--- src/hdl/assert_macros.svh ---
// Assertion helpers shared by the RTL.
`ifndef ASSERT_MACROS_SVH
`define ASSERT_MACROS_SVH

`ifndef SYNTHESIS
// prop must hold at every rising edge outside reset
`define ASSERT_PROP(lbl, clk, rstn, prop) \
	lbl: assert property (@(posedge clk) disable iff (!rstn) prop) \
		else $error("assertion failed");
// cond must never be true outside reset
`define ASSERT_NEVER(lbl, clk, rstn, cond) \
	lbl: assert property (@(posedge clk) disable iff (!rstn) !(cond)) \
		else $error("forbidden condition seen");
`else
`define ASSERT_PROP(lbl, clk, rstn, prop)
`define ASSERT_NEVER(lbl, clk, rstn, cond)
`endif

`endif

--- src/hdl/toil_pkg.sv ---
`default_nettype none

package toil_pkg;

	localparam int COEF_W    = 40;
	localparam int COEF_FRAC = 36;
	localparam int NUM_TAPS  = 7;
	localparam int TAP_W     = 3;
	localparam int STEP_W    = 32;
	localparam int FSEL_W    = 3;

	localparam logic [STEP_W-1:0] STEP_ONE      = 32'h0001_0000;
	localparam logic [FSEL_W-1:0] FSEL_RESET    = 3'd2;
	localparam logic [2:0]        PRIME_SAMPLES = 3'd4;

	// configuration register indexes
	localparam logic REG_FILTER_SELECT  = 1'b0;
	localparam logic REG_PRECISION_STEP = 1'b1;

	typedef enum logic [1:0] {
		KIND_PRIME  = 2'd0,
		KIND_FILTER = 2'd1,
		KIND_PASS   = 2'd2
	} kind_t;

	typedef struct packed {
		kind_t      kind;
		logic [1:0] set;
	} cmd_t;

	typedef struct packed {
		logic full;
		logic empty;
	} fifo_stat_t;

	// per set: a1, a2, a3, b0, b1 as mantissa / 10^dec
	localparam longint unsigned COEF_MANT [4][5] = '{
		'{64'd273629493116515, 64'd250622421122369, 64'd767907452390706,
		  64'd252728458479901, 64'd758185375439702},
		'{64'd225008508172639, 64'd175640138178595, 64'd468312111171712,
		  64'd475052361098088, 64'd142515708329427},
		'{64'd291204248342765, 64'd28279107470461, 64'd91578680426307,
		  64'd101824194213562, 64'd305472582640687},
		'{64'd274883580921468, 64'd252823121914256, 64'd77763856023808,
		  64'd219606211225409, 64'd658818633676228}
	};
	localparam int COEF_DEC [4][5] = '{
		'{14, 14, 15, 18, 18},
		'{14, 14, 15, 17, 16},
		'{14, 13, 14, 19, 19},
		'{14, 14, 14, 18, 18}
	};
	localparam bit COEF_NEG [4][5] = '{
		'{1'b1, 1'b0, 1'b1, 1'b0, 1'b0},
		'{1'b1, 1'b0, 1'b1, 1'b0, 1'b0},
		'{1'b1, 1'b0, 1'b1, 1'b0, 1'b0},
		'{1'b1, 1'b0, 1'b1, 1'b0, 1'b0}
	};

	// decimal to Q3.36, magnitude rounded half away from zero
	function automatic logic signed [COEF_W-1:0] coef_q(input int s, input int idx);
		longint unsigned d;
		longint unsigned q;
		longint unsigned r;
		logic signed [COEF_W-1:0] v;
		d = 64'd1;
		for (int i = 0; i < 20; i++)
			if (i < COEF_DEC[s][idx])
				d = d * 64'd10;
		q = 64'd0;
		r = COEF_MANT[s][idx];
		for (int i = 0; i < 8; i++)
			if (r >= d) begin
				r = r - d;
				q = q + 64'd1;
			end
		for (int i = 0; i < COEF_FRAC; i++)
			if (r >= d - r) begin
				r = r - (d - r);
				q = 2 * q + 64'd1;
			end else begin
				r = 2 * r;
				q = 2 * q;
			end
		if (r >= d - r)
			q = q + 64'd1;
		v = COEF_W'(q);
		return COEF_NEG[s][idx] ? -v : v;
	endfunction

	// tap order: x0, x1, x2, x3, y1, y2, y3
	function automatic logic signed [COEF_W-1:0] tap_coef(input int s, input int t);
		logic signed [COEF_W-1:0] c;
		if (t == 0 || t == 3)
			c = coef_q(s, 3);
		else if (t == 1 || t == 2)
			c = coef_q(s, 4);
		else
			c = -coef_q(s, t - 4);
		return c;
	endfunction

	localparam logic signed [COEF_W-1:0] TAP_TAB [4][NUM_TAPS] = '{
		'{tap_coef(0, 0), tap_coef(0, 1), tap_coef(0, 2), tap_coef(0, 3),
		  tap_coef(0, 4), tap_coef(0, 5), tap_coef(0, 6)},
		'{tap_coef(1, 0), tap_coef(1, 1), tap_coef(1, 2), tap_coef(1, 3),
		  tap_coef(1, 4), tap_coef(1, 5), tap_coef(1, 6)},
		'{tap_coef(2, 0), tap_coef(2, 1), tap_coef(2, 2), tap_coef(2, 3),
		  tap_coef(2, 4), tap_coef(2, 5), tap_coef(2, 6)},
		'{tap_coef(3, 0), tap_coef(3, 1), tap_coef(3, 2), tap_coef(3, 3),
		  tap_coef(3, 4), tap_coef(3, 5), tap_coef(3, 6)}
	};

endpackage

`default_nettype wire

--- src/hdl/toil_front.sv ---
`default_nettype none

module toil_front #(
	parameter int SW = 32
) (
	input  wire logic                         clk,
	input  wire logic                         arst_n,
	input  wire logic                         in_valid,
	output logic                              in_ready,
	input  wire logic [SW-1:0]                in_sample,
	input  wire logic [toil_pkg::FSEL_W-1:0]  fsel,
	input  wire toil_pkg::fifo_stat_t         stat,
	output logic                              push,
	output toil_pkg::cmd_t                    push_cmd,
	output logic [SW-1:0]                     push_sample,
	output logic                              primed
);

	logic [2:0] warm_q;

	assign in_ready    = !stat.full;
	assign push        = in_valid && !stat.full;
	assign push_sample = in_sample;
	assign primed      = (warm_q == toil_pkg::PRIME_SAMPLES);

	always_comb begin
		push_cmd.set = fsel[1:0];
		priority if (warm_q < toil_pkg::PRIME_SAMPLES)
			push_cmd.kind = toil_pkg::KIND_PRIME;
		else if (fsel[2])
			push_cmd.kind = toil_pkg::KIND_PASS;
		else
			push_cmd.kind = toil_pkg::KIND_FILTER;
	end

	always_ff @(posedge clk or negedge arst_n) begin
		if (!arst_n) begin
			warm_q <= '0;
		end else if (push && !primed) begin
			warm_q <= warm_q + 3'd1;
		end
	end

endmodule

`default_nettype wire

--- src/hdl/toil_fifo.sv ---
`default_nettype none

module toil_fifo #(
	parameter int W = 36
) (
	input  wire logic         clk,
	input  wire logic         arst_n,
	input  wire logic         push,
	input  wire logic [W-1:0] din,
	input  wire logic         pop,
	output logic [W-1:0]      dout,
	output toil_pkg::fifo_stat_t stat
);

	logic [W-1:0] mem_q [2];
	logic         wp_q;
	logic         rp_q;
	logic [1:0]   cnt_q;

	assign dout       = mem_q[rp_q];
	assign stat.full  = (cnt_q == 2'd2);
	assign stat.empty = (cnt_q == 2'd0);

	always_ff @(posedge clk or negedge arst_n) begin
		if (!arst_n) begin
			wp_q  <= 1'b0;
			rp_q  <= 1'b0;
			cnt_q <= 2'd0;
		end else begin
			if (push)
				wp_q <= !wp_q;
			if (pop)
				rp_q <= !rp_q;
			if (push && !pop)
				cnt_q <= cnt_q + 2'd1;
			else if (pop && !push)
				cnt_q <= cnt_q - 2'd1;
		end
	end

	always_ff @(posedge clk) begin
		if (push)
			mem_q[wp_q] <= din;
	end

endmodule

`default_nettype wire

--- src/hdl/toil_back.sv ---
`default_nettype none

module toil_back #(
	parameter int SW = 32
) (
	input  wire logic                 clk,
	input  wire logic                 arst_n,
	input  wire toil_pkg::fifo_stat_t stat,
	input  wire toil_pkg::cmd_t       cmd,
	input  wire logic [SW-1:0]        cmd_sample,
	output logic                      pop,
	output logic                      y_valid,
	input  wire logic                 y_ready,
	output logic [SW-1:0]             y_data
);

	localparam int NCH   = (SW + 15) / 16;
	localparam int EXT_W = NCH * 16;
	localparam int CH_W  = (NCH > 1) ? $clog2(NCH) : 1;
	localparam int PR_W  = toil_pkg::COEF_W + 17;
	localparam int ACC_W = toil_pkg::COEF_W + EXT_W + 3;
	localparam int TW    = ACC_W - toil_pkg::COEF_FRAC;

	typedef enum logic [4:0] {
		B_IDLE  = 5'b00001,
		B_MAC   = 5'b00010,
		B_DRAIN = 5'b00100,
		B_ROUND = 5'b01000,
		B_SEND  = 5'b10000
	} bstate_t;

	bstate_t state_q;

	logic signed [SW-1:0] xh_q [3];
	logic signed [SW-1:0] yh_q [3];
	logic signed [SW-1:0] x0_q;
	logic [1:0]           set_q;
	logic [toil_pkg::TAP_W-1:0] tap_q;
	logic [CH_W-1:0]      chunk_q;
	logic signed [ACC_W-1:0] acc_q;
	logic signed [PR_W-1:0]  prod_s1;
	logic [CH_W-1:0]      chunk_s1;
	logic                 pvld_s1;
	logic [SW-1:0]        y_q;

	logic signed [SW-1:0]    op;
	logic signed [EXT_W-1:0] op_ext;
	logic [15:0]             seg;
	logic signed [16:0]      seg_s;
	logic signed [toil_pkg::COEF_W-1:0] coef;
	logic                    last_step;
	logic signed [ACC_W-1:0] rnd;
	logic signed [TW-1:0]    t;
	logic signed [SW-1:0]    y_rnd;

	assign pop     = (state_q == B_IDLE) && !stat.empty;
	assign y_valid = (state_q == B_SEND);
	assign y_data  = y_q;

	always_comb begin
		unique case (tap_q)
			3'd0:    op = x0_q;
			3'd1:    op = xh_q[0];
			3'd2:    op = xh_q[1];
			3'd3:    op = xh_q[2];
			3'd4:    op = yh_q[0];
			3'd5:    op = yh_q[1];
			3'd6:    op = yh_q[2];
			default: op = x0_q;
		endcase
		op_ext = EXT_W'(op);
		seg    = op_ext[16*chunk_q +: 16];
		// only the top 16-bit slice carries the sign
		seg_s  = (chunk_q == CH_W'(NCH - 1)) ? {seg[15], seg} : {1'b0, seg};
		coef   = toil_pkg::TAP_TAB[set_q][tap_q];
		last_step = (tap_q == toil_pkg::TAP_W'(toil_pkg::NUM_TAPS - 1)) &&
			(chunk_q == CH_W'(NCH - 1));
	end

	// round to Q16.16, halves rounded upward, then clamp
	always_comb begin
		rnd = acc_q + (ACC_W'(1) << (toil_pkg::COEF_FRAC - 1));
		t   = rnd[ACC_W-1:toil_pkg::COEF_FRAC];
		if (&t[TW-1:SW-1] || ~|t[TW-1:SW-1])
			y_rnd = t[SW-1:0];
		else if (t[TW-1])
			y_rnd = {1'b1, {(SW-1){1'b0}}};
		else
			y_rnd = {1'b0, {(SW-1){1'b1}}};
	end

	always_ff @(posedge clk or negedge arst_n) begin
		if (!arst_n) begin
			state_q <= B_IDLE;
			pvld_s1 <= 1'b0;
			tap_q   <= '0;
			chunk_q <= '0;
			for (int i = 0; i < 3; i++) begin
				xh_q[i] <= '0;
				yh_q[i] <= '0;
			end
		end else begin
			pvld_s1 <= (state_q == B_MAC);
			unique case (state_q)
				B_IDLE: begin
					if (!stat.empty) begin
						unique case (cmd.kind)
							toil_pkg::KIND_PRIME: begin
								xh_q <= '{cmd_sample, xh_q[0], xh_q[1]};
								yh_q <= '{cmd_sample, yh_q[0], yh_q[1]};
							end
							toil_pkg::KIND_PASS: state_q <= B_SEND;
							toil_pkg::KIND_FILTER: begin
								tap_q   <= '0;
								chunk_q <= '0;
								state_q <= B_MAC;
							end
							default: ;
						endcase
					end
				end
				B_MAC: begin
					if (chunk_q == CH_W'(NCH - 1)) begin
						chunk_q <= '0;
						tap_q   <= tap_q + 3'd1;
					end else begin
						chunk_q <= chunk_q + CH_W'(1);
					end
					if (last_step)
						state_q <= B_DRAIN;
				end
				B_DRAIN: state_q <= B_ROUND;
				B_ROUND: begin
					xh_q    <= '{x0_q, xh_q[0], xh_q[1]};
					yh_q    <= '{y_rnd, yh_q[0], yh_q[1]};
					state_q <= B_SEND;
				end
				B_SEND: begin
					if (y_ready)
						state_q <= B_IDLE;
				end
				default: state_q <= B_IDLE;
			endcase
		end
	end

	always_ff @(posedge clk) begin
		prod_s1  <= coef * seg_s;
		chunk_s1 <= chunk_q;
		if (pop) begin
			x0_q  <= cmd_sample;
			set_q <= cmd.set;
			y_q   <= cmd_sample;
			acc_q <= '0;
		end else if (pvld_s1) begin
			acc_q <= acc_q + (ACC_W'(prod_s1) <<< {chunk_s1, 4'b0000});
		end
		if (state_q == B_ROUND)
			y_q <= y_rnd;
	end

endmodule

`default_nettype wire

--- src/hdl/toil_quant.sv ---
`default_nettype none

module toil_quant #(
	parameter int SW = 32
) (
	input  wire logic                         clk,
	input  wire logic                         arst_n,
	input  wire logic                         y_valid,
	output logic                              y_ready,
	input  wire logic [SW-1:0]                y_data,
	input  wire logic [toil_pkg::STEP_W-1:0]  step,
	output logic                              out_valid,
	input  wire logic                         out_ready,
	output logic [SW-1:0]                     out_data
);

	localparam int NW    = ((SW > 32) ? SW : 32) + 2;
	localparam int DW    = toil_pkg::STEP_W + 1;
	localparam int CNT_W = $clog2(NW);

	typedef enum logic [3:0] {
		Q_IDLE = 4'b0001,
		Q_DIV  = 4'b0010,
		Q_FIN  = 4'b0100,
		Q_OUT  = 4'b1000
	} qstate_t;

	qstate_t state_q;

	logic [NW-1:0]    mag_q;
	logic [NW-1:0]    magk_q;
	logic             neg_q;
	logic [DW-1:0]    rem_q;
	logic [CNT_W-1:0] cnt_q;
	logic [SW-1:0]    res_q;

	logic signed [SW-1:0] y;
	logic signed [SW-1:0] fl;
	logic signed [SW-1:0] tr;
	logic signed [NW-1:0] n;
	logic [DW-1:0]        den;
	logic [DW:0]          sh;
	logic [NW-1:0]        r;
	logic signed [NW-1:0] rs;
	logic [SW-1:0]        res_sat;

	assign y_ready   = (state_q == Q_IDLE);
	assign out_valid = (state_q == Q_OUT);
	assign out_data  = res_q;

	always_comb begin
		y   = y_data;
		// truncate toward zero to a whole number
		fl  = y & ~SW'(32'h0000_FFFF);
		tr  = fl + ((y[SW-1] && |(y & SW'(32'h0000_FFFF))) ? SW'(33'h1_0000) : SW'(0));
		n   = (NW'(y) <<< 1) + NW'($signed({1'b0, step}));
		den = {step, 1'b0};
		sh  = {rem_q, mag_q[NW-1]};
		// q * step equals (|n| - remainder) / 2
		r   = (magk_q - NW'(rem_q)) >> 1;
		rs  = neg_q ? -$signed(r) : $signed(r);
		if (&rs[NW-1:SW-1] || ~|rs[NW-1:SW-1])
			res_sat = rs[SW-1:0];
		else if (rs[NW-1])
			res_sat = {1'b1, {(SW-1){1'b0}}};
		else
			res_sat = {1'b0, {(SW-1){1'b1}}};
	end

	always_ff @(posedge clk or negedge arst_n) begin
		if (!arst_n) begin
			state_q <= Q_IDLE;
			cnt_q   <= '0;
		end else begin
			unique case (state_q)
				Q_IDLE: begin
					if (y_valid) begin
						cnt_q <= '0;
						if (step == '0 || step == toil_pkg::STEP_ONE)
							state_q <= Q_OUT;
						else
							state_q <= Q_DIV;
					end
				end
				Q_DIV: begin
					cnt_q <= cnt_q + CNT_W'(1);
					if (cnt_q == CNT_W'(NW - 1))
						state_q <= Q_FIN;
				end
				Q_FIN: state_q <= Q_OUT;
				Q_OUT: begin
					if (out_ready)
						state_q <= Q_IDLE;
				end
				default: state_q <= Q_IDLE;
			endcase
		end
	end

	always_ff @(posedge clk) begin
		unique case (state_q)
			Q_IDLE: begin
				res_q  <= (step == toil_pkg::STEP_ONE) ? tr : y;
				neg_q  <= n[NW-1];
				mag_q  <= n[NW-1] ? NW'(-n) : NW'(n);
				magk_q <= n[NW-1] ? NW'(-n) : NW'(n);
				rem_q  <= '0;
			end
			Q_DIV: begin
				mag_q <= mag_q << 1;
				if (sh >= {1'b0, den})
					rem_q <= DW'(sh - {1'b0, den});
				else
					rem_q <= DW'(sh);
			end
			Q_FIN: res_q <= res_sat;
			default: ;
		endcase
	end

endmodule

`default_nettype wire

--- src/hdl/third_order_iir_lowpass.sv ---
// channel  | signals                           | payload
// ---------+-----------------------------------+-------------------------------
// in       | s_axis_tvalid/tready/tdata        | sample
// out      | m_axis_tvalid/tready/tdata        | filtered_value
// cfg      | cfg_valid/ready/index/data        | filter_select, precision_step
//
// A priming beat only shifts the sample into both histories in the back end. A
// filter beat walks the seven taps, a 16-bit operand slice at a time, through
// the single 40x17 MAC; the quantizer then runs one restoring-divide step per
// cycle for a general step and none for steps 0 and 1.0.
// A two-entry queue lets the input side take up to two beats while results stall.
// Reset clears the histories, the priming count and precision_step, and sets filter_select to 2.
`default_nettype none
`include "assert_macros.svh"

module third_order_iir_lowpass #(
	parameter int SAMPLE_WIDTH = 32
) (
	input  wire logic                    clk,
	input  wire logic                    arst_n,
	input  wire logic                    s_axis_tvalid,
	output logic                         s_axis_tready,
	input  wire logic [((SAMPLE_WIDTH + 7) / 8) * 8 - 1:0] s_axis_tdata,  // sample
	output logic                         m_axis_tvalid,
	input  wire logic                    m_axis_tready,
	output logic [((SAMPLE_WIDTH + 7) / 8) * 8 - 1:0]      m_axis_tdata,  // filtered_value
	input  wire logic                    cfg_valid,
	output logic                         cfg_ready,
	input  wire logic                    cfg_index,
	input  wire logic [toil_pkg::STEP_W-1:0] cfg_data
);

	localparam int DATA_W = ((SAMPLE_WIDTH + 7) / 8) * 8;
	localparam int QW     = $bits(toil_pkg::cmd_t) + SAMPLE_WIDTH;

	logic [toil_pkg::FSEL_W-1:0] fsel_q;
	logic [toil_pkg::STEP_W-1:0] pstep_q;

	toil_pkg::fifo_stat_t stat;
	toil_pkg::cmd_t       push_cmd;
	toil_pkg::cmd_t       pop_cmd;
	logic [SAMPLE_WIDTH-1:0] push_sample;
	logic [SAMPLE_WIDTH-1:0] pop_sample;
	logic [SAMPLE_WIDTH-1:0] y_data;
	logic [SAMPLE_WIDTH-1:0] out_data;
	logic push;
	logic pop;
	logic primed;
	logic y_valid;
	logic y_ready;

	assign cfg_ready    = 1'b1;
	assign m_axis_tdata = DATA_W'(out_data);

	always_ff @(posedge clk or negedge arst_n) begin
		if (!arst_n) begin
			fsel_q  <= toil_pkg::FSEL_RESET;
			pstep_q <= '0;
		end else if (cfg_valid) begin
			unique case (cfg_index)
				toil_pkg::REG_FILTER_SELECT:  fsel_q  <= cfg_data[toil_pkg::FSEL_W-1:0];
				toil_pkg::REG_PRECISION_STEP: pstep_q <= cfg_data;
				default: ;
			endcase
		end
	end

	toil_front #(.SW(SAMPLE_WIDTH)) u_front (
		.clk         (clk),
		.arst_n      (arst_n),
		.in_valid    (s_axis_tvalid),
		.in_ready    (s_axis_tready),
		.in_sample   (s_axis_tdata[SAMPLE_WIDTH-1:0]),
		.fsel        (fsel_q),
		.stat        (stat),
		.push        (push),
		.push_cmd    (push_cmd),
		.push_sample (push_sample),
		.primed      (primed)
	);

	toil_fifo #(.W(QW)) u_fifo (
		.clk    (clk),
		.arst_n (arst_n),
		.push   (push),
		.din    ({push_cmd, push_sample}),
		.pop    (pop),
		.dout   ({pop_cmd, pop_sample}),
		.stat   (stat)
	);

	toil_back #(.SW(SAMPLE_WIDTH)) u_back (
		.clk        (clk),
		.arst_n     (arst_n),
		.stat       (stat),
		.cmd        (pop_cmd),
		.cmd_sample (pop_sample),
		.pop        (pop),
		.y_valid    (y_valid),
		.y_ready    (y_ready),
		.y_data     (y_data)
	);

	toil_quant #(.SW(SAMPLE_WIDTH)) u_quant (
		.clk       (clk),
		.arst_n    (arst_n),
		.y_valid   (y_valid),
		.y_ready   (y_ready),
		.y_data    (y_data),
		.step      (pstep_q),
		.out_valid (m_axis_tvalid),
		.out_ready (m_axis_tready),
		.out_data  (out_data)
	);

	// no result can leave before priming is complete
	`ASSERT_PROP(a_out_after_prime, clk, arst_n, m_axis_tvalid |-> primed)
	`ASSERT_NEVER(a_fifo_stat, clk, arst_n, stat.full && stat.empty)
	`ASSERT_PROP(a_pop_needs_data, clk, arst_n, pop |-> !stat.empty)

endmodule

`default_nettype wire
--- config.mk ---
export PLATFORM = sky130hd
export DESIGN_NAME = third_order_iir_lowpass
export DESIGN_NICKNAME = d
export VERILOG_FILES = /design/src/hdl/toil_pkg.sv /design/src/hdl/toil_front.sv /design/src/hdl/toil_fifo.sv /design/src/hdl/toil_back.sv /design/src/hdl/toil_quant.sv /design/src/hdl/third_order_iir_lowpass.sv
export VERILOG_INCLUDE_DIRS = /design/src /design/src/hdl
export SDC_FILE = /design/constraint.sdc
export NUM_CORES = 2
export LEC_CHECK = 0
export BUFFER_PORTS_ARGS = -buffer_cell sky130_fd_sc_hd__buf_2
export CAP_MARGIN = 5
export CORE_ASPECT_RATIO = 0.9
export CORE_MARGIN = 2
export CORE_UTILIZATION = 51
export DETAILED_ROUTE_END_ITERATION = 7
export PLACE_DENSITY_LB_ADDON = 0.25
export SYNTH_ARGS = -nofsm -noshare
export SYNTH_HDL_FRONTEND = slang
export SYNTH_SLANG_ARGS = --single-unit
export TNS_END_PERCENT = 5
--- constraint.sdc ---
create_clock -name clk -period 26.9 [get_ports clk]
set_clock_uncertainty 0.2 [all_clocks]
set_input_delay 5.38 -clock clk [delete_from_list [all_inputs] [get_ports clk]]
set_output_delay 5.38 -clock clk [all_outputs]
set_load 0.05 [all_outputs]
==> results.txt <==
----------------------------------------------------
[Cells and area]
  # nets final ... 7820
  Count of filler cells inserted in the layout ... 10.8k
  Commonest cells after routing, fill and taps aside ... sky130_fd_sc_hd__nand2_1, sky130_fd_sc_hd__inv_1, sky130_fd_sc_hd__nor2_1
  Layout cells sized above 1 ... 8.30%
  Flip-flop and latch area ... 17200 µm²
  Area of combinational cells with multiple inputs ... 40600 µm²
  Layout-stage area growth over the synthesis result ... 7.83%
  Most common library cell in the layout ignoring fill and taps ... sky130_fd_sc_hd__nand2_1

[Clock network]
  Number of buffers created by CTS ... 75
  Number of cells upsized or downsized after cts ... 0
  CTS tree ... done
  Number of buffers inserted by hold repair at cts ... 0
  Number of sinks handled by clock tree synthesis ... 659
  Number of levels the H-tree was split into ... 3
  Setup repair bufs after CTS ... 0
  Largest buffer count on any clock path ... 3
  Buffer cell driving the clock tree root ... sky130_fd_sc_hd__clkbuf_16
  Post-CTS clock slew at the launch and capture registers of the worst setup and hold paths ... 70 ps
  Clock Latency Late Sink ... 720 ps

[GRT]
  Global-route wire length before repair ... 301000 µm
  Largest net degree at the start of global routing ... 136
  GR Overflow Total ... 0
  Tot GR Track Use ... 32.0%
  Via count of the first global-routing pass ... 49.7k
  Number of antenna violations at the first check in global routing ... 15

[Critical path]
  Worst path required time ... 27300 ps
  Worst Setup Start Kind ... flip-flop
  Worst EP arrival ... 12250 ps
  Slack of the worst reg-to-reg path ... 15040 ps
  Delay contributed by the slowest stage of the critical path ... 820 ps
  WP buf/inv ... 9
  Depth of the most critical reg-to-reg path ... 35
  Cell mode on critical path ... sky130_fd_sc_hd__fa_1
  Critical Path Fanout Max ... 40
  Source of the worst register-to-register timing path ... u_back.tap_q[1]$_DFFE_PN0P_
  Worst flop-to-flop path endpoint ... u_back.prod_s1[53]$_DFF_P_
  Critical path's slowest cell ... sky130_fd_sc_hd__a221oi_1
  Source of the critical timing path ... u_back.tap_q[1]$_DFFE_PN0P_
  Kind of cell adding the most delay to the critical path ... compound AO/OA/AOI/OAI gates
  Crit. End Element ... flip-flop
  Start-to-end type of the worst setup path ... flip-flop to flip-flop

[STA]
  Period Utilization, post-route ... 44.1%
  Hold violation total from the final report ... 0
  Transition time at the pin with the least slew margin ... 1300 ps
  Setup total negative slack ... 0 ps
  Achievable Freq ... 84.4 MHz
  Number of pins with negative max-slew slack in the final report ... 0
  Minimum period implied by the final worst setup slack ... 11860 ps
  Minimum setup slack in the final design ... 15040 ps
  Setup repair after global routing missed its margin ... false
  Final setup viols ... 0
  Relative slew slack ... 11.8%

[Floorplanning]
  Starting utilization of the core area ... 51.3%
  Die width ... 371 µm
  FP Rows ... 121
  Die Area ... 124000 µm²
  Area of the core ... 121000 µm²
  Die height ... 335 µm
  I/O pin count ... 105

[Logic synthesis]
  Post-synthesis share of cell area spent on xor and xnor gates ... 4.39%
  Top area cells in the synthesized netlist ... sky130_fd_sc_hd__fa_1, sky130_fd_sc_hd__edfxtp_1, sky130_fd_sc_hd__dfrtp_1
  Portion of synthesized cell area occupied by the leading cell type ... 20.5%
  Area fraction in and, or, nand and nor cells after synthesis ... 16.4%
  Synthesized net count ... 7874
  Cell type contributing the most total cell area after synthesis ... sky130_fd_sc_hd__fa_1
  Synthesis warning total ... 0
  Synthesized area per cell ... 9.05 µm²
  Prevailing post-synth register cell ... sky130_fd_sc_hd__edfxtp_1
  Synth Area in Compound Gates ... 12.3%
  Largest family of logic cells by synthesized area ... adder cells
  Post-synthesis sequential element count ... 659
  Adder-Cell Fraction of Synth Area ... 27.1%
  Fraction of the yosys area taken by sequential cells ... 27.8%
  Number of standard cells after synthesis ... 6844
  Count of cell types in the netlist ... 87
  Count of flip-flops with a built-in enable after synthesis ... 272
  Fraction of synthesized area in multiplexers ... 5.16%
  Mapped cell area ... 61900 µm²
  FFs w/ async S/R, synth ... 38.5%

[Place]
  Sum of net half-perimeters after detailed placement ... 153000 µm
  Placer Congestion ... 0.983
  Pre-CTS worst setup slack ... 15280 ps
  Count of buffers from port buffering ... 103

[Drt]
  Routed wire length ... 197000 µm
  Average detailed-routed wire length per instance ... 23.3 µm
  Routed via count divided by cell count ... 5.95
  Total via count in the routed design ... 50.3k
  Starting DRC count in detailed routing ... 5250
  Detailed-router iteration count before antenna repair ... 6
  DRC violation count after routing ... 0
  Number of nets with antenna violations after detailed routing ... 0

[Worst hold path]
  Worst-case hold path end point ... u_back.yh_q[11]$_DFFE_PN0P_
  Hold Crit Class ... flip-flop to flip-flop
  HP Start ... u_back.yh_q[11]$_DFFE_PN0P_
  Cell count of the worst hold path ... 2

[Run]
  Count of max-cap constraint violations ... 0

[Status]
  Result of the run ... finished clean

----------------------------------------------------
==> Yosys cell counts, types with 22 or more instances <==
cell type,n
sky130_fd_sc_hd__ha_1,325
sky130_fd_sc_hd__o211ai_1,22
sky130_fd_sc_hd__buf_1,44
sky130_fd_sc_hd__nor3_1,58
sky130_fd_sc_hd__nor2b_1,58
sky130_fd_sc_hd__mux2i_1,113
sky130_fd_sc_hd__xnor2_1,210
sky130_fd_sc_hd__o31ai_1,66
sky130_fd_sc_hd__mux2_2,183
sky130_fd_sc_hd__clkbuf_1,268
sky130_fd_sc_hd__or3_1,28
sky130_fd_sc_hd__a221o_1,30
sky130_fd_sc_hd__o21a_1,39
sky130_fd_sc_hd__dfxtp_1,133
sky130_fd_sc_hd__a21o_1,143
sky130_fd_sc_hd__nand2_1,1051
sky130_fd_sc_hd__a221oi_1,43
sky130_fd_sc_hd__xor2_1,100
sky130_fd_sc_hd__and3_1,50
sky130_fd_sc_hd__a211oi_1,53
sky130_fd_sc_hd__nand3_1,107
sky130_fd_sc_hd__a31oi_1,35
sky130_fd_sc_hd__nand2b_1,64
sky130_fd_sc_hd__o21ai_0,214
sky130_fd_sc_hd__nor2_1,718
sky130_fd_sc_hd__dfrtp_1,251
sky130_fd_sc_hd__fa_1,635
sky130_fd_sc_hd__nor4_1,28
sky130_fd_sc_hd__inv_1,813
sky130_fd_sc_hd__o21bai_1,33
sky130_fd_sc_hd__and2_1,45
sky130_fd_sc_hd__edfxtp_1,272
sky130_fd_sc_hd__nand4_1,58
sky130_fd_sc_hd__a21oi_1,276
==> sequential cells by signal (all words and copies together) (netlist names), 2 cells and up <==
register and cells:
u_back.acc_q 75, u_quant.cnt_q 6, u_front.warm_q 3, u_back.set_q 2
u_quant.out_data 32, u_back.xh_q 96, u_quant.mag_q 34, u_back.prod_s1 57
fsel_q 3, u_back.x0_q 32, u_back.state_q 5, u_back.y_data 32
u_quant.rem_q 33, u_fifo.mem_q 72, u_back.tap_q 3, pstep_q 32
u_quant.state_q 4, u_back.yh_q 96, u_fifo.cnt_q 2, u_quant.magk_q 34
==> worst register-to-register path, delay by kind of cell (launching register included) <==
family	cells	cell delay [ps]
AO/OA/AOI/OAI	14	3900
adder cells (fa/ha/maj)	8	3470
flip-flops	1	340
AND/OR/NAND/NOR	3	990
buffers and inverters	9	2700
XOR/XNOR	1	140
==> worst max path at each step <==
stage          slack (ps)                    endpoint  cells past startpoint
4_1_cts             15230  u_back.prod_s1[52]$_DFF_P_                     35
2_1_floorplan       17600  u_back.prod_s1[53]$_DFF_P_                     36
6_report            15040  u_back.prod_s1[53]$_DFF_P_                     35
3_5_place_dp        15280  u_back.prod_s1[52]$_DFF_P_                     35
3_3_place_gp        15560  u_back.prod_s1[52]$_DFF_P_                     35
5_1_grt             14460  u_back.prod_s1[52]$_DFF_P_                     35
==> cell families after synthesis <==
kind of cell / after synthesis
compound gates: 1141
xor+xnor: 310
fa+ha+maj: 960
buf+inv: 1134
flops: 659
mux: 296
other cells: 2
simple gates: 2342
==> metal layers <==
metal | global-route usage (%) | up-vias | part of all wire, %
met3 | 6.74 | 415 | 9.1
met1 | 44.6 | 24985 | 42
li1 | - | 22622 | -
met4 | 13.2 | 14 | 4.8
met5 | 0.785 | - | 0.10
met2 | 48.5 | 2239 | 44
==> layout make-up <==
class                      instances  area share, %
inverter                         817           4.60
clock inverter                    42          0.842
clock buffer                      98           3.17
antenna                            4         0.0150
timing repair buffer             186           1.74
multi-input combinational       5051           60.9
tap                             1599           3.00
sequential                       659           25.8
==> through the flow <==
stage	cell area [µm²]	hold slack (ps)	util [%]	instances
after detailed placement	64100	251	53.1	8312
final	66800	265	55.3	8456
after global routing	66700	289	55.3	8453
after floorplan	61900	145	-	6844
after CTS	66700	266	55.3	8452
after global placement	64100	243	53.1	8312
Power is left out: the tool's default activity adds up to more than one toggle a clock period on the data nets, which glitch-free logic cannot reach.
